File: src/hdl/tcl_pkg.sv
// Shared types and constants for the triangle coverage pipeline.
// No dependencies; every module of the block imports this package.
`default_nettype none
package tcl_pkg;

  localparam int COORD_WIDTH     = 32;
  localparam int COORD_FRAC_BITS = 24;
  localparam int EPS_WIDTH       = 25;
  localparam logic [EPS_WIDTH-1:0] EPS_RESET = EPS_WIDTH'(168);

  localparam int DIFF_W    = COORD_WIDTH + 1;
  localparam int PROD_W    = 2 * DIFF_W;
  localparam int EDGE_W    = PROD_W + 1;
  localparam int AREA_W    = EDGE_W + 2;
  localparam int AREA_LO_W = AREA_W / 2;
  localparam int AREA_HI_W = AREA_W - AREA_LO_W;
  localparam int TOL_W     = AREA_W + EPS_WIDTH;
  localparam int CMP_W     = ((COORD_FRAC_BITS > EPS_WIDTH) ? COORD_FRAC_BITS : EPS_WIDTH)
                             + AREA_W + 2;

  typedef logic signed [COORD_WIDTH-1:0] tcl_coord_t;
  typedef logic signed [DIFF_W-1:0]      tcl_diff_t;
  typedef logic signed [PROD_W-1:0]      tcl_prod_t;
  typedef logic signed [EDGE_W-1:0]      tcl_edge_t;
  typedef logic signed [AREA_W-1:0]      tcl_wide_t;

  typedef struct packed {
    tcl_coord_t u0;
    tcl_coord_t v0;
    tcl_coord_t u1;
    tcl_coord_t v1;
    tcl_coord_t u2;
    tcl_coord_t v2;
    tcl_coord_t pu;
    tcl_coord_t pv;
  } tcl_item_t;

  typedef struct packed {
    logic [2:0] fwd;
    logic [2:0] rev;
  } tcl_tl_t;

  typedef struct packed {
    tcl_edge_t [2:0] e;
    tcl_tl_t         tl;
  } tcl_edges_t;

  typedef struct packed {
    tcl_wide_t [2:0]   e;
    logic [AREA_W-1:0] area;
    logic [2:0]        tl_ok;
  } tcl_norm_t;

  typedef struct packed {
    tcl_wide_t [2:0]  e;
    logic [TOL_W-1:0] tol;
    logic [2:0]       tl_ok;
  } tcl_tol_t;

endpackage
`default_nettype wire

File: src/hdl/tcl_scale.sv
// Two-stage tolerance unit: area times epsilon as two partial products, then summed.
// Uses tcl_pkg.
`default_nettype none
module tcl_scale
  import tcl_pkg::*;
(
  input  logic                 clk,
  input  logic                 rst,
  input  logic [EPS_WIDTH-1:0] epsilon,
  input  logic                 in_valid,
  output logic                 in_stall,
  input  tcl_norm_t            in_data,
  output logic                 out_valid,
  input  logic                 out_stall,
  output tcl_tol_t             out_data
);

  logic                           vld1, vld2;
  logic                           adv1, adv2;
  logic [AREA_LO_W+EPS_WIDTH-1:0] pp_lo;
  logic [AREA_HI_W+EPS_WIDTH-1:0] pp_hi;
  tcl_wide_t [2:0]                e1;
  logic [2:0]                     tl_ok1;

  assign adv2      = !vld2 || !out_stall;
  assign adv1      = !vld1 || adv2;
  assign in_stall  = !adv1;
  assign out_valid = vld2;

  always_ff @(posedge clk) begin
    if (rst) begin
      vld1 <= 1'b0;
      vld2 <= 1'b0;
    end else begin
      if (adv1) vld1 <= in_valid;
      if (adv2) vld2 <= vld1;
    end
  end

  always_ff @(posedge clk) begin
    if (adv1) begin
      pp_lo  <= (AREA_LO_W+EPS_WIDTH)'(in_data.area[AREA_LO_W-1:0])
              * (AREA_LO_W+EPS_WIDTH)'(epsilon);
      pp_hi  <= (AREA_HI_W+EPS_WIDTH)'(in_data.area[AREA_W-1:AREA_LO_W])
              * (AREA_HI_W+EPS_WIDTH)'(epsilon);
      e1     <= in_data.e;
      tl_ok1 <= in_data.tl_ok;
    end
    if (adv2) begin
      out_data.tol   <= TOL_W'(pp_lo) + (TOL_W'(pp_hi) << AREA_LO_W);
      out_data.e     <= e1;
      out_data.tl_ok <= tl_ok1;
    end
  end

endmodule
`default_nettype wire

File: config.mk
export PLATFORM = sky130hd
export DESIGN_NAME = tcl_scale
export DESIGN_NICKNAME = d
export VERILOG_FILES = /design/src/hdl/tcl_pkg.sv /design/src/hdl/tcl_scale.sv
export SDC_FILE = /design/constraint.sdc
export NUM_CORES = 2
export LEC_CHECK = 0
export BUFFER_PORTS_ARGS = -buffer_cell sky130_fd_sc_hd__buf_2
export CAP_MARGIN = 5
export CORE_MARGIN = 1.5
export CORE_UTILIZATION = 45
export CTS_BUF_LIST = sky130_fd_sc_hd__clkbuf_8
export CTS_CLUSTER_DIAMETER = 100
export CTS_CLUSTER_SIZE = 12
export DETAILED_ROUTE_END_ITERATION = 10
export REMOVE_ABC_BUFFERS = 1
export SLEW_MARGIN = 30
export SYNTH_ARGS = -nofsm -noshare
export SYNTH_HDL_FRONTEND = slang
export SYNTH_SLANG_ARGS = --single-unit
File: constraint.sdc
create_clock -name clk -period 16.7 [get_ports clk]
set_clock_uncertainty 0.15 [all_clocks]
set_input_delay 0.835 -clock clk [delete_from_list [all_inputs] [get_ports clk]]
set_output_delay 0.835 -clock clk [all_outputs]
set_load 0.03 [all_outputs]
Word level (Yosys, flattened, before mapping)
Index checks and enable logic that the tools add are counted.
{"block": "totals", "reg_bits": 635, "latch_bits": 0, "ramBits": 0, "romBits": 0, "in_bits": 308, "out_inout_bits": 306, "mem_count": 0}
{"block": "classes", "n_addsub": 1, "n_mul": 2, "n_div": 0, "order_cmp": 0, "n_eq_ne": 0, "shifts": 0, "mux": 0, "bitwise_logic": 0, "n_reduce_logical": 6}
{"op": "adder 59 x 94 -> 94 bit", "n": 1}
{"op": "multiplier 35 x 25 -> 60 bit", "n": 1}
{"op": "multiplier 34 x 25 -> 59 bit", "n": 1}
{"op": "logical NOT 1 bit", "n": 4}
{"op": "logical OR 1 bit", "n": 2}

Depth between registers and ports, before layout
{"block": "depth", "word_depth": 4, "mapped_depth": 29}

Worst setup path before layout
No wires, ideal clock.
{"block": "synth_path", "kind": "input to output", "startpoint": "input out_stall", "endpoint": "output in_stall", "arrival_time_ns": 11.292, "required_ns": 15.715, "slack_ns": 4.423, "stages": 2, "path_buffers": 0, "path_cell_list": "nand3_1 -> inv_1"}
{"block": "synth_between", "elab_chain_cells": 4}
{"element": "start, declared", "line_no": "tcl_scale.sv:14", "source": "input logic out_stall,"}
{"element": "logical NOT 1 bit", "line_no": "tcl_scale.sv:25", "source": "assign adv2 = !vld2 || !out_stall;"}
{"element": "logical OR 1 bit", "line_no": "tcl_scale.sv:25"}
{"element": "logical OR 1 bit", "line_no": "tcl_scale.sv:26", "source": "assign adv1 = !vld1 || adv2;"}
{"element": "logical NOT 1 bit", "line_no": "tcl_scale.sv:27", "source": "assign in_stall = !adv1;"}
{"element": "end, declared", "line_no": "tcl_scale.sv:11", "source": "output logic in_stall,"}
Every way passes these cells.

Final worst setup path
{"block": "layout_path", "startpoint": "input epsilon[16]", "endpoint": "register pp_lo[55], data pin"}
{"block": "layout_between", "elab_chain_cells": 1}
{"element": "start, declared", "line_no": "tcl_scale.sv:9", "source": "input logic [EPS_WIDTH-1:0] epsilon,"}
{"element": "multiplier 34 x 25 -> 59 bit", "line_no": "tcl_scale.sv:43", "source": "* (AREA_LO_W+EPS_WIDTH)'(epsilon);"}
{"element": "end signal, assigned", "line_no": "tcl_scale.sv:42", "source": "pp_lo <= (AREA_LO_W+EPS_WIDTH)'(in_data.area[AREA_LO_W-1:0])"}
{"element": "end, declared", "line_no": "tcl_scale.sv:20", "source": "logic [AREA_LO_W+EPS_WIDTH-1:0] pp_lo;"}
Every way passes these cells.
A chain may end at the register's enable or synchronous reset.

==> flow_summary.ini <==
[run_status]
outcome = completed

[die]
initial_core_util = 0.4530
fp.dieH_um = 415.8
dieArea_sq_um = 172900
core_sq_um = 169300
ios = 614
die_w_um = 415.8
rows = 151

[sta]
relSlewSlack = 0.3160
fmax_ghz = 0.1150
fin_setup_tns_ns = 0
layout_setup_ws_ns = 8.006
period_share = 0.5206
rsz0062_at_grt = false
min_period_ns = 8.694
tightest_slew_ns = 1.026
hold_viol_final = 0
slew_viol_final = 0
setup_viol = 0

[worst_setup_path]
path_class = in2reg
cp.required_ns = 17.05
end_kind = flop
arrival_ns = 9.05
worstPathMaxFanout = 49
start_kind = primary input

[clock_network]
postCtsHoldBufs = 2
cts_setup_buffers = 0
clk_pin_slew_ns = 0.09
cts_root_buffer = clkbuf_8
cts.sinks = 635
cts.path.max_buffers = 3
cts_resized = 0
numCtsBuffers = 66
clkLatencyLatePin_ns = 0.77
htreeDepth = 3
cts_tree = built

[yosys]
synthCells = 7296
synthTopCellsByCount = inv_1 (1621), fa_1 (1490), nand2_1 (937)
synth-async-reset-ratio = 0
yosysWarningCount = 0
yosys-top-cells-area = fa_1 (39%), edfxtp_1 (25%), inv_1 (7.9%)
synthMostInstantiatedCell = inv_1
synth-edff-count = 633
ys_seq_elements = 635
synth_top_area_share = 0.3890
netlist-cell-type-count = 71
yosys.area.top_type = fa_1
synth_ff_type = edfxtp_1
synth-seq-area-share = 0.2484
syn-cell-area_sq_um = 76690
synth_area_per_cell_sq_um = 10.51

[finish]
syn_to_final_growth_pct = 7.877
n_fill_cell = 15710
drive_above_1_share = 0.09953
fin_util = 0.4887
stdcell_count = 9904
fin_nets = 9868

[routing]
wire_per_inst_um = 22.46
post-route-drc-count = 0
vias_per_cell = 5.279
vias = 52280
wl_mm = 222.4
drt_iter0_drc = 3779
drtPass1Iterations = 8
drtAntennaViolNets = 0

[global_route]
grt_max_degree = 148
grt_pass1_vias = 56410
grt_pass1_wl_mm = 341.9
overflow = 0
antenna_found_initial = 32
grt_use_total = 0.2625

[placement]
dp_cells = 9804
gp_congestion = 0.9510
io_buffers = 613
place_ws_ns = 7.426
hpwl_mm = 170.5

[min_path]
hold_path.class = in2reg

[job]
maxCapViolCount = 0
==> cell usage in the layout (no fill, tap or decap), drive strengths merged, types with 7 or more instances in the layout <==
cell    instances
a211oi         18
a21boi          7
a21o           99
a21oi         144
a31oi          10
and2          906
and3           23
buf           667
clkbuf         66
diode          10
edfxtp        633
fa           1490
ha            414
inv          1635
nand2         937
nand2b         12
nand3          36
nand4          44
nor2           96
nor2b           9
nor3           27
nor4            8
o211ai         10
o21a           21
o21ai          96
o21bai         15
xnor2         109
xor2           59
==> area by class of cell <==
type / count / area, sq um / area share
Timing Repair Buffer: 669 / 3518 / 0.04253
Clock inverter: 22 / 209.0 / 0.002526
Sequential cell: 635 / 19050 / 0.2303
Antenna cell: 10 / 25.02 / 0.0003025
Inverter: 1621 / 6085 / 0.07355
Multi-Input combinational cell: 4663 / 50160 / 0.6063
Tap cell: 2218 / 2775 / 0.03355
Clock buffer: 66 / 908.4 / 0.01098
==> metrics by stage <==
stage	cell area, sq um	hold WS [ns]
finish	82730	0.09021
global route	82710	0.02617
CTS	82700	0.001267
detailed placement	81560	0.2545
global placement	81560	0.2502
floorplan	75270	0.2503
==> state kept, by name, indices dropped and copies added (netlist names) <==
| register | flops |
|---|---|
| e1 | 207 |
| out_data | 304 |
| out_valid | 1 |
| pp_hi | 60 |
| pp_lo | 59 |
| tl_ok1 | 3 |
| vld1 | 1 |
==> final timing paths <==
check	end	slack, ns	from	depth (start not counted)
worst max-delay path	pp_lo[55]	8.01	epsilon[16]	23
worst min-delay path	e1[110]	0.09	in_data[182]	1
worst max register to register	out_data[91]	12.36	pp_lo[34]	13
worst min register to register	out_data[10]	0.25	pp_lo[7]	0
==> cell families (layout without fill, tap and decap cells) <==
| logic type | after synthesis | after routing | synth area share |
|---|---|---|---|
| and+or+nand+nor | 2123 | 2123 | 0.1392 |
| buffers and inverters | 1998 | 2378 | 0.09780 |
| other | 0 | 10 | 0 |
| DFF | 635 | 635 | 0.2484 |
| xor gates and xnor gates | 168 | 168 | 0.01919 |
| adders and majority gates | 1904 | 1904 | 0.4565 |
| muxes | 1 | 1 | 0.0001305 |
| AOI/OAI and AO/OA | 467 | 467 | 0.03880 |
==> metal layers <==
metal,global-route usage,up-vias,part of all wire
met5,0,-,0.00072
met3,0.04632,386,0.070
met2,0.4451,2005,0.49
met4,0.09698,24,0.041
li1,-,22560,-
met1,0.3362,27300,0.40
==> critical path, cell delays in order <==
cell      delay (ns)
buf_2           0.55
buf_4           0.75
nand2_1         0.18
fa_1            0.60
inv_1           0.06
fa_1            0.48
fa_1            0.58
fa_1            0.44
fa_1            0.46
fa_1            0.49
inv_1           0.05
fa_1            0.53
inv_1           0.06
ha_1            0.39
and4_1          0.27
nand2b_1        0.27
nor2_1          0.15
a21oi_1         0.37
a31oi_1         0.23
a311oi_1        0.63
o21ai_0         0.20
a21oi_1         0.21
xnor2_1         0.13
Power is left out: the tool's default activity adds up to more than one toggle a clock period on the data nets, which glitch-free logic cannot reach.
