**config.mk**
```make
export PLATFORM = sky130hd
export DESIGN_NAME = tcl_norm
export DESIGN_NICKNAME = d
export VERILOG_FILES = /design/src/hdl/tcl_pkg.sv /design/src/hdl/tcl_norm.sv
export SDC_FILE = /design/constraint.sdc
export NUM_CORES = 1
export LEC_CHECK = 0
export ABC_AREA = 1
export BUFFER_PORTS_ARGS = -buffer_cell sky130_fd_sc_hd__buf_2
export CAP_MARGIN = 0
export CORE_AREA = 2 2 281 283
export CTS_CLUSTER_DIAMETER = 150
export DETAILED_ROUTE_END_ITERATION = 10
export DIE_AREA = 0 0 283 285
export PLACE_DENSITY = 0.75
export SLEW_MARGIN = 20
export SYNTH_ARGS = -nofsm -noshare
export SYNTH_HDL_FRONTEND = slang
export SYNTH_SLANG_ARGS = --single-unit
```
**constraint.sdc**
```tcl
create_clock -name clk -period 35.8 [get_ports clk]
set_input_delay 5.37 -clock clk [delete_from_list [all_inputs] [get_ports clk]]
set_output_delay 5.37 -clock clk [all_outputs]
set_load 0.02 [all_outputs]
```
**src/hdl/tcl_pkg.sv**
```systemverilog
// Shared types and constants for the triangle coverage pipeline.
// No dependencies; every module of the block imports this package.
`default_nettype none
package tcl_pkg;

  localparam int COORD_WIDTH     = 32;
  localparam int COORD_FRAC_BITS = 24;
  localparam int EPS_WIDTH       = 25;
  localparam logic [EPS_WIDTH-1:0] EPS_RESET = EPS_WIDTH'(168);

  localparam int DIFF_W    = COORD_WIDTH + 1;
  localparam int PROD_W    = 2 * DIFF_W;
  localparam int EDGE_W    = PROD_W + 1;
  localparam int AREA_W    = EDGE_W + 2;
  localparam int AREA_LO_W = AREA_W / 2;
  localparam int AREA_HI_W = AREA_W - AREA_LO_W;
  localparam int TOL_W     = AREA_W + EPS_WIDTH;
  localparam int CMP_W     = ((COORD_FRAC_BITS > EPS_WIDTH) ? COORD_FRAC_BITS : EPS_WIDTH)
                             + AREA_W + 2;

  typedef logic signed [COORD_WIDTH-1:0] tcl_coord_t;
  typedef logic signed [DIFF_W-1:0]      tcl_diff_t;
  typedef logic signed [PROD_W-1:0]      tcl_prod_t;
  typedef logic signed [EDGE_W-1:0]      tcl_edge_t;
  typedef logic signed [AREA_W-1:0]      tcl_wide_t;

  typedef struct packed {
    tcl_coord_t u0;
    tcl_coord_t v0;
    tcl_coord_t u1;
    tcl_coord_t v1;
    tcl_coord_t u2;
    tcl_coord_t v2;
    tcl_coord_t pu;
    tcl_coord_t pv;
  } tcl_item_t;

  typedef struct packed {
    logic [2:0] fwd;
    logic [2:0] rev;
  } tcl_tl_t;

  typedef struct packed {
    tcl_edge_t [2:0] e;
    tcl_tl_t         tl;
  } tcl_edges_t;

  typedef struct packed {
    tcl_wide_t [2:0]   e;
    logic [AREA_W-1:0] area;
    logic [2:0]        tl_ok;
  } tcl_norm_t;

  typedef struct packed {
    tcl_wide_t [2:0]  e;
    logic [TOL_W-1:0] tol;
    logic [2:0]       tl_ok;
  } tcl_tol_t;

endpackage
`default_nettype wire

```
**src/hdl/tcl_norm.sv**
```systemverilog
// Two-stage orientation unit: sums the signed area, then makes it positive.
// Zero area turns every weight into one third. Uses tcl_pkg.
`default_nettype none
module tcl_norm
  import tcl_pkg::*;
(
  input  logic       clk,
  input  logic       rst,
  input  logic       in_valid,
  output logic       in_stall,
  input  tcl_edges_t in_data,
  output logic       out_valid,
  input  logic       out_stall,
  output tcl_norm_t  out_data
);

  logic      vld1, vld2;
  logic      adv1, adv2;
  tcl_wide_t e1 [3];
  tcl_wide_t area1;
  tcl_tl_t   tl1;
  logic      zero, neg;

  assign adv2      = !vld2 || !out_stall;
  assign adv1      = !vld1 || adv2;
  assign in_stall  = !adv1;
  assign out_valid = vld2;

  assign zero = (area1 == '0);
  assign neg  = area1[AREA_W-1];

  always_ff @(posedge clk) begin
    if (rst) begin
      vld1 <= 1'b0;
      vld2 <= 1'b0;
    end else begin
      if (adv1) vld1 <= in_valid;
      if (adv2) vld2 <= vld1;
    end
  end

  always_ff @(posedge clk) begin
    if (adv1) begin
      for (int i = 0; i < 3; i++) begin
        e1[i] <= AREA_W'($signed(in_data.e[i]));
      end
      area1 <= AREA_W'($signed(in_data.e[0])) + AREA_W'($signed(in_data.e[1]))
             + AREA_W'($signed(in_data.e[2]));
      tl1 <= in_data.tl;
    end
    if (adv2) begin
      for (int i = 0; i < 3; i++) begin
        if (zero) begin
          out_data.e[i] <= AREA_W'(1);
        end else if (neg) begin
          out_data.e[i] <= -e1[i];
        end else begin
          out_data.e[i] <= e1[i];
        end
      end
      if (zero) begin
        out_data.area <= AREA_W'(3);
      end else if (neg) begin
        out_data.area <= AREA_W'(-area1);
      end else begin
        out_data.area <= AREA_W'(area1);
      end
      out_data.tl_ok <= neg ? tl1.rev : tl1.fwd;
    end
  end

endmodule
`default_nettype wire

```
# Word level (Yosys, flattened, before mapping)
# Memories as Yosys holds them, arrays and structs flattened.
# Cells that the tools add are included.
# classes
n_bitwise	1
reduce_logical	8
n_addsub	6
n_mux	7
# op_table
operator	n
negation 69 bit	4
2-to-1 mux 69 bit	3
adder 68 x 67 -> 69 bit	1
logical NOT 69 bit	1
adder 67 x 67 -> 68 bit	1
2-to-1 mux 68 bit	1
logical NOT 1 bit	4
2-to-1 mux 3 bit	1
logical OR 1 bit	2
2-to-1 mux 1 bit	2
OR reduction 2 bit	1
inverter 1 bit	1
# word_totals
mem_bits_rw	207
input_bits	211
regBits	356
elab_cells	34
output_inout_bits	281
mem_count	1
# memory_table
name	depth	width	rd	rd_clocked_by_memory_dff	write_ports	line_no	source
e1	3	69	3	0	3	tcl_norm.sv:19	tcl_wide_t e1 [3];

# Longest topological paths before layout
# logic_depth
word_depth	5
ltp_mapped	19
ltp_nobuf	19

# Least setup slack after synthesis
# No wires, ideal clock.
# synth_path
path_type	in2reg
from	input out_stall
to	register area1[0] (enable)
required_time_ns	35.207
cell_stages	3
setup_slack_ns	16.849
t_arrival_ns	18.358
path_buffers	0
setup_ns	0.593
path_cell_list	nand2_1 nor2_1 inv_1
# synth_via
elab_chain_cells	3
# synth_rtl
item	line_no	source
start: declaration	tcl_norm.sv:13	input logic out_stall,
logical NOT 1 bit	tcl_norm.sv:24	assign adv2 = !vld2 || !out_stall;
logical OR 1 bit	tcl_norm.sv:24	
logical OR 1 bit	tcl_norm.sv:25	assign adv1 = !vld1 || adv2;
end signal: assignment	tcl_norm.sv:47	area1 <= AREA_W'($signed(in_data.e[0])) + AREA_W'($signed(in_data.e[1]))
end: declaration	tcl_norm.sv:20	tcl_wide_t area1;
# Every way passes these cells.
# A chain may end at the register's enable or synchronous reset.

# Worst setup path in the final report
# layout_path
from	input out_stall
to	output in_stall
# layout_via
elab_chain_cells	4
# layout_rtl
item	line_no	source
logical NOT 1 bit	tcl_norm.sv:24	
logical OR 1 bit	tcl_norm.sv:24	
via adv2	tcl_norm.sv:18	logic adv1, adv2;
logical OR 1 bit	tcl_norm.sv:25	
logical NOT 1 bit	tcl_norm.sv:26	assign in_stall = !adv1;
end: declaration	tcl_norm.sv:10	output logic in_stall,
# The timed path passes the listed nets, and every way through them passes these cells.

==> PnR_summary.wiki <==
{| class="wikitable"
! Metric !! Value
|-
| Number of distinct library cells after synthesis || 40
|-
| # Post-CTS Setup Buffers || 0
|-
| Vias in the first global route || 30900
|-
| Detail-routed net length per standard cell || 24.5 um
|-
| Worst R2R End || out_data[241]
|-
| Post-layout util || 51.8%
|-
| Unrepaired setup endpoints after global routing || no
|-
| Status || finished clean
|-
| CTS root buf || sky130_fd_sc_hd__clkbuf_16
|-
| Leak || 0.0178 uW
|-
| Post-layout instance area || 40400 um^2
|-
| Share of final-layout standard cells stronger than drive strength 1 || 13.0%
|-
| Fin. Hold Viols || 0
|-
| Leading cell types in the layout, fill and taps excluded || sky130_fd_sc_hd__nand2_1, sky130_fd_sc_hd__nor2_1, sky130_fd_sc_hd__inv_1, sky130_fd_sc_hd__edfxtp_1, sky130_fd_sc_hd__buf_2
|-
| Clk Latency, worst-skew pair || 660 ps
|-
| Dpl cell area || 38300 um^2
|-
| Setup slack at placement || 24130 ps
|-
| Overall die area || 80700 um^2
|-
| Sink of the worst hold path || out_valid
|-
| Maximum clock insertion buffer count || 3
|-
| Number of antenna-violating nets in the routed design || 0
|-
| Number of antenna violations at the first check in global routing || 16
|-
| R2r worst-path depth || 11
|-
| Placement row count || 103
|-
| Total detailed-routing wirelength || 144 mm
|-
| Starting DRC count in detailed routing || 3250
|-
| Actual transition at the worst max-transition pin || 1060 ps
|-
| Power, Total || 2720 uW
|-
| Portion of the post-synthesis area used by sequential elements || 48.1%
|-
| CTS Hold Buffers Added || 0
|-
| Worst endpoint data arrival time || 6290 ps
|-
| Height of the chip || 285 um
|-
| Final HPWL from detailed placement || 119 mm
|-
| Die width || 283 um
|-
| Cell type group with the largest total delay on the critical path || simple AND/OR/NAND/NOR gates
|-
| Cell Area, Synth || 34700 um^2
|-
| Leading cell type in the layout, fill and taps excluded || sky130_fd_sc_hd__nand2_1
|-
| Relative max-transition margin || 29.0%
|-
| Yosys warning count || 0
|-
| Synthesized netlist net count || 4619
|-
| Critical Path Start Type || input pin
|-
| Combined global-route utilization of all metal layers || 35.0%
|-
| Worst hold path cell count || 2
|-
| Fraction of registers with async set or reset after synthesis || 0%
|-
| Final-layout setup total negative slack || 0 ps
|-
| Core region area || 78000 um^2
|-
| Clock buffers created by TritonCTS || 61
|-
| Hold Crit Class || flip-flop to flip-flop
|-
| Num ports || 492
|-
| Max-capacitance violation count || 0
|-
| 1st-pass router iterations || 7
|-
| Mean cell area of the mapped netlist || 8.14 um^2
|-
| Startpoint of the worst register-to-register path || area1[56]
|-
| Achievable Freq || 85.8 MHz
|-
| R2R setup slack || 31330 ps
|-
| Post-detailed-route DRC marker count || 0
|-
| Initial Util || 44.6%
|-
| CTS clock-pin slew for the worst setup and hold paths || 60 ps
|-
| Pins over their slew limit || 0
|-
| Final global-route overflow total || 0
|-
| Cells resized by post-CTS repair || 0
|-
| Crit-path cells || buf_2, nand2_4, nor2_1, buf_2
|-
| GRT met1 Usage || 42.8%
|-
| Gate Count Post-Synth || 4269
|-
| Ratio of final minimum period to clock period || 32.6%
|-
| Category of the worst setup path capture point || output pin
|-
| GR Util met3 || 5.66%
|-
| CTS tree || done
|-
| Synthesis-to-layout area growth || 16.2%
|-
| Global routing's busiest layer || met2
|-
| Ys flop type || sky130_fd_sc_hd__edfxtp_1
|-
| PortBufs || 491
|-
| Net count, final || 5126
|-
| Grt met2 use || 59.3%
|-
| Clk_skew || 33.8 ps
|-
| Maximum cell stage delay along the critical path || 380 ps
|-
| Wire length of the first global-routing pass || 203 mm
|-
| Number of sinks handled by clock tree synthesis || 557
|-
| Setup Viol. Count Final || 0
|-
| Required arrival time at the worst endpoint || 30430 ps
|-
| Worst Setup Slack, final || 24140 ps
|-
| Post-synth EDFFs || 555
|-
| Type of the worst setup path || input pin to output pin
|-
| Mean number of vias per cell || 5.36
|-
| Slowest CP cell || sky130_fd_sc_hd__nor2_1
|-
| Worst voltage drop across the vdd grid || 0.0505 mV
|-
| Largest net degree at the start of global routing || 114
|-
| Hold Startpoint || vld1
|-
| Clock period minus final worst setup slack || 11660 ps
|-
| Total number of H-tree levels || 2
|-
| Library cell appearing most often on the critical path || sky130_fd_sc_hd__buf_2
|-
| Register bit count reported by yosys || 557
|-
| Number of vias in the routed layout || 31600
|-
| Global placement routability congestion || 1.04
|-
| Power per Cell Area || 67.4 nW/um^2
|-
| Critical path peak fanout || 25
|-
| CP bufs+invs || 2
|}
==> power breakdown <==
part / internal, uW / total, uW / switching [uW]
clock network: 367 / 643 / 276
logic: 300 / 1010 / 707
registers: 956 / 1070 / 116
==> worst max-delay path by stage <==
stage	from	endpoint	cells past startpoint
floorplan	out_stall	area1[0]	3
global placement	out_stall	in_stall	4
finish	out_stall	in_stall	4
global route	out_stall	in_stall	4
detailed placement	out_stall	in_stall	4
CTS	out_stall	in_stall	4
==> metrics by stage <==
step | instances | hold WS, ps
after floorplan | 4269 | 430
after global placement | 5763 | 442
after detailed placement | 5763 | 451
after CTS | 5876 | 460
after global routing | 5885 | 487
final | 5888 | 465
==> Yosys cell counts (3+ instances only) <==
cell	number	area, um^2
sky130_fd_sc_hd__nor2_4	3	33.8
sky130_fd_sc_hd__clkbuf_1	32	120
sky130_fd_sc_hd__buf_4	5	37.5
sky130_fd_sc_hd__xnor2_1	27	236
sky130_fd_sc_hd__o211ai_1	4	30.0
sky130_fd_sc_hd__a21oi_1	170	851
sky130_fd_sc_hd__edfxtp_1	555	16700
sky130_fd_sc_hd__or2_2	11	68.8
sky130_fd_sc_hd__buf_2	6	30.0
sky130_fd_sc_hd__ha_1	71	888
sky130_fd_sc_hd__inv_1	557	2090
sky130_fd_sc_hd__buf_1	10	37.5
sky130_fd_sc_hd__nand3_1	256	1280
sky130_fd_sc_hd__nor2_1	788	2960
sky130_fd_sc_hd__fa_1	68	1360
sky130_fd_sc_hd__o21bai_1	9	67.6
sky130_fd_sc_hd__nand3b_1	11	82.6
sky130_fd_sc_hd__nor2_2	7	43.8
sky130_fd_sc_hd__buf_6	10	113
sky130_fd_sc_hd__nand2_1	1232	4620
sky130_fd_sc_hd__and3_1	3	18.8
sky130_fd_sc_hd__nand4_1	67	419
sky130_fd_sc_hd__nor3_1	40	200
sky130_fd_sc_hd__o21ai_0	98	490
sky130_fd_sc_hd__nor4_1	8	50.1
sky130_fd_sc_hd__xor2_1	200	1750
==> layout make-up <==
class                   count  area (um^2)
flip-flops and latches    557        16700
fillers                  7662        37600
multi-input cells        3092        15600
clock inverters            41          423
repair buffers            507         2590
diodes                     12         30.0
inverters                 557         2100
well taps                1050         1310
clock buffers              72         1590
==> worst register-to-register path: stages (launching register included) <==
cell and delay [ps]:
sky130_fd_sc_hd__edfxtp_1 520, sky130_fd_sc_hd__nor2_4 210, sky130_fd_sc_hd__nand3_2 110, sky130_fd_sc_hd__nor2_1 320, sky130_fd_sc_hd__and3_1 310, sky130_fd_sc_hd__nand2_1 90
sky130_fd_sc_hd__nor2_2 220, sky130_fd_sc_hd__nand2_1 160, sky130_fd_sc_hd__nor2_4 100, sky130_fd_sc_hd__buf_4 760, sky130_fd_sc_hd__buf_4 980, sky130_fd_sc_hd__nor3_1 370
==> cell families after synthesis <==
logic type | count (synthesis) | share of synthesized area (%)
AND/OR/NAND/NOR | 2435 | 28.4
XOR/XNOR | 227 | 5.72
flip-flops | 557 | 48.1
adder cells (fa/ha/maj) | 139 | 6.48
buffers and inverters | 620 | 6.99
AO/OA/AOI/OAI | 291 | 4.34
==> registers in the layout, indices dropped and copies added, names as in the netlist <==
signal     count
out_data     279
e1           201
area1         69
tl1            6
out_valid      1
vld1           1
==> layer usage <==
| layer | vias up | share of wire [%] |
|---|---|---|
| li1 | 14800 | - |
| met1 | 15000 | 38 |
| met2 | 1438 | 48 |
| met3 | 328 | 7.6 |
| met4 | 8 | 6.3 |
| met5 | - | 0.036 |
(Power assumes the default switching activity.)
